--- src/hw/rtl/gce_pkg.sv ---
// ----------------------------------------------------------------------------
// gce_pkg: shared widths and types for the grid cell enumerator
// Field widths, internal datapath widths and the divider control bundle.
// ----------------------------------------------------------------------------
package gce_pkg;

	// field widths
	localparam int COORD_W = 32;
	localparam int SIZE_W  = 30;
	localparam int CELL_W  = 31;

	// doubled-unit bound (2*center +/- size)
	localparam int BOUND_W = 34;
	// divider dividend, quotient and remainder
	localparam int DIVD_W  = 34;
	localparam int REM_W   = 33;
	localparam int DCNT_W  = $clog2(DIVD_W);
	// signed cell index, index span and coordinate accumulator
	localparam int IDX_W   = 35;
	localparam int SPAN_W  = 36;
	localparam int ACC_W   = 38;

	// configuration port
	localparam int APB_AW = 3;
	localparam int APB_DW = 32;
	localparam logic REG_CELL_SIZE = 1'b0;
	localparam logic [CELL_W-1:0] CELL_RESET = 31'd65536;

	// divider lane control
	typedef struct packed {
		logic load;
		logic step;
	} div_ctrl_t;

endpackage

--- src/hw/rtl/gce_div.sv ---
// ----------------------------------------------------------------------------
// gce_div: bit-serial restoring divider lane
// Shifts the dividend one bit per stepped cycle, one quotient bit per step.
// ----------------------------------------------------------------------------
module gce_div import gce_pkg::*; (
	input  logic              clk,
	input  div_ctrl_t         ctrl,
	input  logic [DIVD_W-1:0] dividend,
	input  logic [CELL_W:0]   divisor,
	output logic [DIVD_W-1:0] quotient,
	output logic [REM_W-1:0]  remainder
);

	logic [REM_W-1:0]  rem_q;
	logic [DIVD_W-1:0] sh_q;
	logic [DIVD_W-1:0] partial;
	logic [DIVD_W:0]   trial;
	logic              fits;
	logic [REM_W-1:0]  rem_d;

	// trial subtract of the divisor from the shifted remainder
	always_comb begin
		partial = {rem_q, sh_q[DIVD_W-1]};
		trial   = {1'b0, partial} - {{(DIVD_W - CELL_W){1'b0}}, divisor};
		fits    = ~trial[DIVD_W];
		rem_d   = fits ? trial[REM_W-1:0] : partial[REM_W-1:0];
	end

	// remainder and dividend/quotient shift register
	always_ff @(posedge clk) begin
		if (ctrl.load) begin
			rem_q <= '0;
			sh_q  <= dividend;
		end else if (ctrl.step) begin
			rem_q <= rem_d;
			sh_q  <= {sh_q[DIVD_W-2:0], fits};
		end
	end

	assign quotient  = sh_q;
	assign remainder = rem_q;

endmodule

--- src/hw/rtl/grid_cell_enumerator_core.sv ---
// ----------------------------------------------------------------------------
// grid_cell_enumerator_core: lists the fine grid cells inside a square
// Takes a square center and side, emits every cell of the configured size
// centered in the square, up to MAX_SPAN per axis; rows outer, columns inner.
// ----------------------------------------------------------------------------
// Usage
//   Input channel (in_valid/in_stall) carries one square request; the output
//   channel (out_valid/out_stall) returns one request per kept cell, the last
//   one flagged by last. A square with no kept cell returns a single request
//   with cell_valid low.
//   The cell size is written over the APB port while the block is idle.
// Timing
//   Four bound divisions run in parallel lanes, one quotient bit per cycle;
//   the states PREP, LOAD, DIV, FIN and SETUP come before the scan. The scan
//   visits one cell per cycle while it is not stalled (a row whose x falls
//   outside ends after its first cell); FLUSH then sends the final request.
//   One item is worked on at a time; in_stall is high while it is in flight.
// Reset and stall
//   Reset returns the block to idle, empties the output register and sets
//   the cell size to 1.0. A stalled output request holds; the scan waits on
//   a found cell while the output register stalls and the look-ahead is full.
// ----------------------------------------------------------------------------
module grid_cell_enumerator_core import gce_pkg::*; #(
	parameter int MAX_SPAN = 8
) (
	input  logic                      clk,
	input  logic                      arst_n,
	// configuration port
	input  logic                      psel,
	input  logic                      penable,
	input  logic                      pwrite,
	input  logic [APB_AW-1:0]         paddr,
	input  logic [APB_DW-1:0]         pwdata,
	output logic [APB_DW-1:0]         prdata,
	output logic                      pready,
	// square requests
	input  logic                      in_valid,
	output logic                      in_stall,
	input  logic signed [COORD_W-1:0] center_x,
	input  logic signed [COORD_W-1:0] center_y,
	input  logic signed [COORD_W-1:0] center_z,
	input  logic [SIZE_W-1:0]         square_size,
	input  logic                      fill_traversable,
	// cell requests
	output logic                      out_valid,
	input  logic                      out_stall,
	output logic signed [COORD_W-1:0] cell_x,
	output logic signed [COORD_W-1:0] cell_y,
	output logic signed [COORD_W-1:0] cell_z,
	output logic                      blocked,
	output logic                      cell_valid,
	output logic                      truncated,
	output logic                      last
);

	localparam int CNT_W = $clog2(MAX_SPAN + 1);

	localparam logic [2:0] S_IDLE  = 3'd0;
	localparam logic [2:0] S_PREP  = 3'd1;
	localparam logic [2:0] S_LOAD  = 3'd2;
	localparam logic [2:0] S_DIV   = 3'd3;
	localparam logic [2:0] S_FIN   = 3'd4;
	localparam logic [2:0] S_SETUP = 3'd5;
	localparam logic [2:0] S_SCAN  = 3'd6;
	localparam logic [2:0] S_FLUSH = 3'd7;

	// clipped index count of one axis
	function automatic logic [CNT_W-1:0] span_count(input logic [SPAN_W-1:0] s);
		logic [CNT_W-1:0] n;
		if (s[SPAN_W-1]) begin
			n = '0;
		end else if (s >= SPAN_W'(MAX_SPAN)) begin
			n = CNT_W'(MAX_SPAN);
		end else begin
			n = s[CNT_W-1:0] + CNT_W'(1);
		end
		return n;
	endfunction

	// doubled units to Q15.16, floor and saturate
	function automatic logic [COORD_W-1:0] to_q16(input logic signed [ACC_W-1:0] v);
		logic signed [ACC_W-1:0]  h;
		logic [ACC_W-COORD_W:0]   top;
		logic [COORD_W-1:0]       r;
		h   = v >>> 1;
		top = h[ACC_W-1:COORD_W-1];
		if ((&top) || !(|top)) begin
			r = h[COORD_W-1:0];
		end else if (h[ACC_W-1]) begin
			r = {1'b1, {(COORD_W-1){1'b0}}};
		end else begin
			r = {1'b0, {(COORD_W-1){1'b1}}};
		end
		return r;
	endfunction

	logic [2:0]              state_q;
	logic [CELL_W-1:0]       cell_size_q;
	logic signed [COORD_W-1:0] cx_q, cy_q, cz_q;
	logic [SIZE_W-1:0]       sz_q;
	logic                    blk_q;
	logic [CELL_W-1:0]       ceff_q;
	logic [CELL_W:0]         two_c;
	logic signed [ACC_W-1:0] tce;
	logic signed [BOUND_W-1:0] bnd_q [4];
	logic [DIVD_W-1:0]       dvd [4];
	logic [DIVD_W-1:0]       quo [4];
	logic [REM_W-1:0]        rem [4];
	logic signed [IDX_W-1:0] idx_q [4];
	logic [DCNT_W-1:0]       dcnt_q;
	div_ctrl_t               dctrl;
	logic signed [ACC_W-1:0] v0x_q, v0y_q;
	logic signed [ACC_W-1:0] xr_q, yr_q;
	logic [CNT_W-1:0]        nx_q, ny_q, row_q, col_q;
	logic                    trunc_q;
	logic [SPAN_W-1:0]       span_x, span_y;
	logic [CNT_W-1:0]        nx_d, ny_d;
	logic signed [ACC_W-1:0] xadj, yadj;
	logic signed [ACC_W-1:0] bx_lo, bx_hi, by_lo, by_hi;
	logic                    x_ok, y_ok, found;
	logic                    out_free, scan_adv, push_pend, flush_go;
	logic                    pend_v_q;
	logic [COORD_W-1:0]      pend_x_q, pend_y_q;
	logic                    out_valid_q;
	logic [COORD_W-1:0]      cell_x_q, cell_y_q, cell_z_q;
	logic                    blocked_q, cell_valid_q, truncated_q, last_q;
	logic                    in_acc, cfg_wr;

	// configuration register
	assign pready = 1'b1;
	assign cfg_wr = psel & penable & pwrite;
	assign prdata = (paddr[APB_AW-1] == REG_CELL_SIZE) ? {1'b0, cell_size_q} : '0;

	always_ff @(posedge clk or negedge arst_n) begin
		if (!arst_n) begin
			cell_size_q <= CELL_RESET;
		end else if (cfg_wr && paddr[APB_AW-1] == REG_CELL_SIZE) begin
			cell_size_q <= pwdata[CELL_W-1:0];
		end
	end

	// input handshake
	assign in_stall = (state_q != S_IDLE);
	assign in_acc   = in_valid & ~in_stall;

	always_ff @(posedge clk) begin
		if (in_acc) begin
			cx_q  <= center_x;
			cy_q  <= center_y;
			cz_q  <= center_z;
			sz_q  <= square_size;
			blk_q <= ~fill_traversable;
		end
	end

	assign two_c = {ceff_q, 1'b0};
	assign tce   = $signed({{(ACC_W - CELL_W - 1){1'b0}}, two_c});

	// bounds in doubled units and effective cell size
	always_ff @(posedge clk) begin
		if (state_q == S_PREP) begin
			ceff_q   <= (cell_size_q == '0) ? CELL_W'(1) : cell_size_q;
			bnd_q[0] <= {cx_q[COORD_W-1], cx_q, 1'b0} - {4'b0, sz_q};
			bnd_q[1] <= {cx_q[COORD_W-1], cx_q, 1'b0} + {4'b0, sz_q};
			bnd_q[2] <= {cy_q[COORD_W-1], cy_q, 1'b0} - {4'b0, sz_q};
			bnd_q[3] <= {cy_q[COORD_W-1], cy_q, 1'b0} + {4'b0, sz_q};
		end
	end

	// four division lanes: (|bound| + c) / 2c
	assign dctrl.load = (state_q == S_LOAD);
	assign dctrl.step = (state_q == S_DIV);

	for (genvar k = 0; k < 4; k++) begin : g_lane
		assign dvd[k] = bnd_q[k][BOUND_W-1]
			? {3'b0, ceff_q} - bnd_q[k]
			: bnd_q[k] + {3'b0, ceff_q};

		gce_div u_div (
			.clk       (clk),
			.ctrl      (dctrl),
			.dividend  (dvd[k]),
			.divisor   (two_c),
			.quotient  (quo[k]),
			.remainder (rem[k])
		);

		// signed index, rounded half away from zero
		always_ff @(posedge clk) begin
			if (state_q == S_FIN) begin
				idx_q[k] <= bnd_q[k][BOUND_W-1] ? -$signed({1'b0, quo[k]})
					: $signed({1'b0, quo[k]});
			end
		end
	end

	// first row and column coordinate from bound and remainder
	always_ff @(posedge clk) begin
		if (state_q == S_FIN) begin
			v0x_q <= bnd_q[0][BOUND_W-1]
				? ACC_W'(bnd_q[0]) + $signed({5'b0, rem[0]}) - tce
				: ACC_W'(bnd_q[0]) - $signed({5'b0, rem[0]});
			v0y_q <= bnd_q[2][BOUND_W-1]
				? ACC_W'(bnd_q[2]) + $signed({5'b0, rem[2]}) - tce
				: ACC_W'(bnd_q[2]) - $signed({5'b0, rem[2]});
		end
	end

	// index spans and clipping
	always_comb begin
		span_x = {idx_q[1][IDX_W-1], idx_q[1]} - {idx_q[0][IDX_W-1], idx_q[0]};
		span_y = {idx_q[3][IDX_W-1], idx_q[3]} - {idx_q[2][IDX_W-1], idx_q[2]};
		nx_d   = span_count(span_x);
		ny_d   = span_count(span_y);
	end

	// candidate cell test against the exact bounds
	always_comb begin
		bx_lo = ACC_W'(bnd_q[0]);
		bx_hi = ACC_W'(bnd_q[1]);
		by_lo = ACC_W'(bnd_q[2]);
		by_hi = ACC_W'(bnd_q[3]);
		xadj  = xr_q[ACC_W-1] ? xr_q + tce : xr_q;
		yadj  = yr_q[ACC_W-1] ? yr_q + tce : yr_q;
		x_ok  = (xadj >= bx_lo) && (xadj <= bx_hi);
		y_ok  = (yadj >= by_lo) && (yadj <= by_hi);
		found = x_ok & y_ok;
	end

	// output and look-ahead control
	assign out_free  = ~out_valid_q | ~out_stall;
	assign scan_adv  = (state_q == S_SCAN) && (!found || !pend_v_q || out_free);
	assign push_pend = scan_adv && found && pend_v_q;
	assign flush_go  = (state_q == S_FLUSH) && out_free;

	// sequencer
	always_ff @(posedge clk or negedge arst_n) begin
		if (!arst_n) begin
			state_q <= S_IDLE;
			dcnt_q  <= '0;
			nx_q    <= '0;
			ny_q    <= '0;
			row_q   <= '0;
			col_q   <= '0;
			trunc_q <= 1'b0;
		end else begin
			unique case (state_q)
				S_IDLE: begin
					if (in_acc) begin
						state_q <= S_PREP;
					end
				end
				S_PREP: begin
					state_q <= S_LOAD;
				end
				S_LOAD: begin
					dcnt_q  <= '0;
					state_q <= S_DIV;
				end
				S_DIV: begin
					if (dcnt_q == DCNT_W'(DIVD_W - 1)) begin
						state_q <= S_FIN;
					end else begin
						dcnt_q <= dcnt_q + DCNT_W'(1);
					end
				end
				S_FIN: begin
					state_q <= S_SETUP;
				end
				S_SETUP: begin
					nx_q    <= nx_d;
					ny_q    <= ny_d;
					row_q   <= '0;
					col_q   <= '0;
					trunc_q <= (!span_x[SPAN_W-1] && span_x >= SPAN_W'(MAX_SPAN))
						|| (!span_y[SPAN_W-1] && span_y >= SPAN_W'(MAX_SPAN));
					state_q <= (nx_d == '0 || ny_d == '0) ? S_FLUSH : S_SCAN;
				end
				S_SCAN: begin
					if (scan_adv) begin
						if (!x_ok || col_q == ny_q - CNT_W'(1)) begin
							col_q <= '0;
							if (row_q == nx_q - CNT_W'(1)) begin
								state_q <= S_FLUSH;
							end else begin
								row_q <= row_q + CNT_W'(1);
							end
						end else begin
							col_q <= col_q + CNT_W'(1);
						end
					end
				end
				S_FLUSH: begin
					if (flush_go) begin
						state_q <= S_IDLE;
					end
				end
				default: begin
					state_q <= S_IDLE;
				end
			endcase
		end
	end

	// coordinate accumulators
	always_ff @(posedge clk) begin
		if (state_q == S_SETUP) begin
			xr_q <= v0x_q;
			yr_q <= v0y_q;
		end else if (scan_adv) begin
			if (!x_ok || col_q == ny_q - CNT_W'(1)) begin
				xr_q <= xr_q + tce;
				yr_q <= v0y_q;
			end else begin
				yr_q <= yr_q + tce;
			end
		end
	end

	// one-deep look-ahead so the final request can carry last
	always_ff @(posedge clk or negedge arst_n) begin
		if (!arst_n) begin
			pend_v_q <= 1'b0;
		end else if (scan_adv && found) begin
			pend_v_q <= 1'b1;
		end else if (flush_go) begin
			pend_v_q <= 1'b0;
		end
	end

	always_ff @(posedge clk) begin
		if (scan_adv && found) begin
			pend_x_q <= to_q16(xadj);
			pend_y_q <= to_q16(yadj);
		end
	end

	// output register
	always_ff @(posedge clk or negedge arst_n) begin
		if (!arst_n) begin
			out_valid_q <= 1'b0;
		end else if (push_pend || flush_go) begin
			out_valid_q <= 1'b1;
		end else if (!out_stall) begin
			out_valid_q <= 1'b0;
		end
	end

	always_ff @(posedge clk) begin
		if (push_pend || flush_go) begin
			cell_z_q    <= cz_q;
			blocked_q   <= blk_q;
			truncated_q <= trunc_q;
			last_q      <= flush_go;
			if (push_pend || pend_v_q) begin
				cell_x_q     <= pend_x_q;
				cell_y_q     <= pend_y_q;
				cell_valid_q <= 1'b1;
			end else begin
				cell_x_q     <= '0;
				cell_y_q     <= '0;
				cell_valid_q <= 1'b0;
			end
		end
	end

	assign out_valid  = out_valid_q;
	assign cell_x     = cell_x_q;
	assign cell_y     = cell_y_q;
	assign cell_z     = cell_z_q;
	assign blocked    = blocked_q;
	assign cell_valid = cell_valid_q;
	assign truncated  = truncated_q;
	assign last       = last_q;

endmodule
--- config.mk ---
export PLATFORM = sky130hd
export DESIGN_NAME = grid_cell_enumerator_core
export DESIGN_NICKNAME = d
export VERILOG_FILES = /design/src/hw/rtl/gce_pkg.sv /design/src/hw/rtl/gce_div.sv /design/src/hw/rtl/grid_cell_enumerator_core.sv
export SDC_FILE = /design/constraint.sdc
export NUM_CORES = 2
export LEC_CHECK = 0
export ABC_AREA = 1
export BUFFER_PORTS_ARGS = -buffer_cell sky130_fd_sc_hd__buf_2
export CAP_MARGIN = 0
export CORE_ASPECT_RATIO = 1.1
export CORE_UTILIZATION = 64
export CTS_CLUSTER_DIAMETER = 40
export DETAILED_ROUTE_END_ITERATION = 10
export PLACE_DENSITY = 0.9
export SLEW_MARGIN = 40
export SYNTH_ARGS = -nofsm -noshare
export SYNTH_HDL_FRONTEND = slang
export SYNTH_SLANG_ARGS = --single-unit
--- constraint.sdc ---
create_clock -name clk -period 17.6 [get_ports clk]
set_input_delay 1.76 -clock clk [delete_from_list [all_inputs] [get_ports clk]]
set_output_delay 1.76 -clock clk [all_outputs]
set_load 0.02 [all_outputs]
==> summary.txt <==
Critical path
  – CP max FO: 65
  – FF-to-FF End: cell_y[23]
  – Slowest CP cell: nand2_4
  – CP startpoint kind: flop
  – Worst R2R Start: ceff_q[0]
  – CP endpoint kind: flop
  – Crit path DAT: between 8000 and 9000 ps
  – CP Data Required Time: 18050 ps
  – Peak per-stage delay on the critical path: 670 ps
  – Crit path top cell by count: nand2_1
  – R2r setup slk: 9300 ps
  – Path depth of the worst reg2reg path: 31
  – CP Class: flop to flop

Synth
  – Synthesized area per cell: approximately 7.6 um2
  – Seq cells post-synth: 1070
  – Compound-cell area share of the yosys netlist: between 10% and 20%
  – Post-synthesis adder-cell area fraction: 13.38%
  – Cell area after synthesis: between 80000 and 90000 um2
  – Register area share after synthesis: 35.20%
  – Synthesized-area fraction occupied by and/or/nand/nor cells: 20.35%
  – Largest family of logic cells by synthesized area: simple AND/OR/NAND/NOR gates
  – Synth Area in XOR/XNOR: 6.749%
  – Synth Instances: 11366
  – Syn Nets: approximately 12000
  – Synth Warn #: 0
  – Synth Flop Type: edfxtp_1
  – Netlist cell types: between 70 and 80
  – Synth async-reset ratio: 5.514%
  – EDFF count, synth: between 800 and 900
  – Mux contribution to synthesized area: less than 1%

Floorplanning
  – Initial Util: 64.49%
  – Chip height: 388 um
  – Boundary Pins: between 300 and 400
  – Row count: 141
  – Die footprint: approximately 140000 um2
  – Core area: 134400 um2
  – Die Wd: about 350 um

Job
  – Max Cap Viol: 0

Drt
  – Vias per std cell: 6.069
  – Initial drt markers: slightly above 10000
  – Wirelength per Cell: 22.87 um
  – DRT Pass-1 Iters: 9
  – Post-DRT Antenna Nets: 0
  – Final WL: 310300 um
  – Via Count: 82357
  – DRC Markers: 0

Clock network
  – Post-CTS Hold Buffers: 0
  – Clock tree buffer depth: 3
  – Clock transition at path regs: about 60 ps
  – CTS H-tree lvls: 4
  – Skew-Pair Late Insertion Delay: 830 ps
  – TritonCTS buffer count: 150
  – Num Clock Sinks: 1070
  – Cts repair resizes: 0
  – Post-CTS Setup Bufs: 0
  – Root buffer cell: clkbuf_16
  – CTS tree: built

STA
  – Setup ws final: a little over 9000 ps
  – Worst slew pin tran: 974.4 ps
  – Skew final: 39.24 ps
  – Final setup TNS: 0 ps
  – Final worst path period need: approximately 8300 ps
  – Final Cycle Share: between 40% and 50%
  – Final setup fails: 0
  – Setup repair after global routing missed its margin: no
  – Rel. slew slack: a little over a third
  – Max-slew violations: 0
  – Final-report hold violation count: 0
  – Fmax: about 120 MHz

Global route
  – Largest net degree at the start of global routing: 143
  – Vias in the first global route: 76870
  – Global-route wire length before repair: between 400000 and 500000 um
  – Global Route Usage Sum: 44.09%
  – Grt ovf: 0
  – Initial antenna violation count: 20

Layout
  – Synth-to-layout area growth: 10.15%
  – Layout cell share with drive strength beyond 1: 6.705%
  – Final net count: 12689
  – Finished Core Util: 71.03%

Power and ir drop
  – Leakage: between 40 and 50 nW
  – Pwr/cell area: ~230 nW/um2
  – Worst vdd ir: about 0.17 mV

Placed design
  – HPWL Detailed: 243100 um
  – Setup slack at placement: 9172 ps
  – IO Port Bufs: 298
  – Gpl congestion: 1.103

Hold path
  – Hold Crit Class: flop to flop
  – Hold depth: 0
  – HP Start: cz_q[0]
  – Hold Path End: cell_z[0]

Status
  – Status: completed
cell usage in the layout, fill, tap and decap left out, types with 15 or more instances in the layout:
cell type and instances:
fa_1 80, o21ai_1 59, inv_1 1768, o221ai_1 19
clkbuf_16 151, o21bai_1 50, o21ai_0 818, nand3_1 374
o31ai_1 26, inv_6 24, a31oi_1 106, nand3b_1 38
xor2_1 443, a21oi_1 1040, nor4_1 49, nand4_1 107
dfxtp_1 132, or2_2 41, nand2_1 2550, ha_1 799
a21o_1 55, buf_2 298, o211ai_1 42, xnor2_1 212
nor3_1 136, o21a_1 44, dfrtp_1 57, nor2_1 936
clkinv_1 17, diode_2 15, buf_4 70, clkinv_2 17
a21boi_1 24, edfxtp_1 879, clkinv_4 15, a221oi_1 26
a21boi_0 33
synth_stat cells, types with 55 or more instances:
| cell type | n | area (um2) |
|---|---|---|
| nand2_1 | 2552 | 9579 |
| inv_1 | 1771 | 6648 |
| a21oi_1 | 1040 | 5205 |
| nor2_1 | 943 | 3540 |
| edfxtp_1 | 879 | 26400 |
| o21ai_0 | 822 | 4114 |
| ha_1 | 799 | 9997 |
| xor2_1 | 456 | 3994 |
| nand3_1 | 378 | 1892 |
| xnor2_1 | 212 | 1857 |
| clkbuf_1 | 210 | 788.3 |
| nor3_1 | 137 | 685.7 |
| dfxtp_1 | 132 | 2643 |
| nand4_1 | 107 | 669.4 |
| a31oi_1 | 106 | 663.1 |
| fa_1 | 80 | 1602 |
| dfrtp_1 | 58 | 1451 |
| a21o_1 | 55 | 412.9 |
| o21ai_1 | 55 | 275.3 |
cell type report:
type                    count  area (um2)
diodes                     15       37.54
clock buffers             162        3850
clock inverters           116        1325
fillers                 10579       38950
inverters                1788        6725
multi-input cells        8250       48600
flip-flops and latches   1070       30520
well taps                1787        2236
repair buffers            381        2197
worst max-delay path by stage:
stage / start / endpoint / slack, ps / cells after the start
6_report: ceff_q[0] / cell_y[23] / 9300 / 31
5_1_grt: ceff_q[0] / cell_y[13] / 9140 / 31
4_1_cts: ceff_q[1] / cell_y[19] / 9030 / 27
3_5_place_dp: ceff_q[1] / cell_y[26] / 9170 / 27
3_3_place_gp: ceff_q[1] / cell_y[23] / 9360 / 27
2_1_floorplan: state_q[2] / idx_q[0][0] / 1660 / 3
kinds of logic (layout without fill, tap and decap cells):
group	after synthesis	after routing
flip-flops	1070	1070
multiplexers	2	2
other	2	17
AND/OR/NAND/NOR	4296	4296
XOR/XNOR	668	668
buffers and inverters	2046	2447
adder cells (fa/ha/maj)	879	879
AO/OA/AOI/OAI	2403	2403
per-stage QoR:
stage	hold slack (ps)	power (mW)	std cells	instance area, um2
global route	425.0	23.47	13554	95450
global placement	400.4	17.87	13274	90060
CTS	418.1	21.52	13553	95370
finish	416.4	22.05	13569	95480
floorplan	400.3	14.31	11366	86690
detailed placement	405.4	18.31	13275	90200
flip-flops by register name (all words and copies together), names as in the netlist, 6 cells and up:
| name | count |
|---|---|
| cy_q | 32 |
| cell_size_q | 31 |
| ceff_q | 31 |
| cx_q | 32 |
| pend_y_q | 32 |
| yr_q | 38 |
| v0y_q | 36 |
| cell_x | 32 |
| cell_z | 32 |
| cell_y | 32 |
| cz_q | 32 |
| bnd_q | 133 |
| v0x_q | 36 |
| sz_q | 30 |
| xr_q | 38 |
| dcnt_q | 6 |
| pend_x_q | 32 |
| g_lane.u_div.quotient | 136 |
| g_lane.u_div.remainder | 132 |
| idx_q | 140 |
critical path, delay by kind of cell, from the launching register on:
| kind | cells | cell delay (ps) |
|---|---|---|
| buf+inv | 3 | 1440 |
| fa+ha+maj | 3 | 1020 |
| xor+xnor | 1 | 190 |
| flops | 1 | 320 |
| compound gates | 8 | 1600 |
| simple gates | 16 | 3170 |
routing by layer:
layer  routed length [um]  share of wire (%)  vias up  GRT usage [%]
li1                     -                  -    38366              -
met1               116700                 38    38146          55.56
met2               130900                 42     4932          65.36
met3                40180                 13      895          13.36
met4                22460                7.2       18          29.15
met5                  127              0.041        -              0
power by group:
| group | total (mW) | switching, mW | internal (mW) |
|---|---|---|---|
| combinational | 14.1 | 9.60 | 4.47 |
| sequential | 4.90 | 0.797 | 4.10 |
| clock | 3.08 | 1.31 | 1.77 |
| total | 22.0 | 11.7 | 10.3 |
Power figures use the tool's default switching activity.
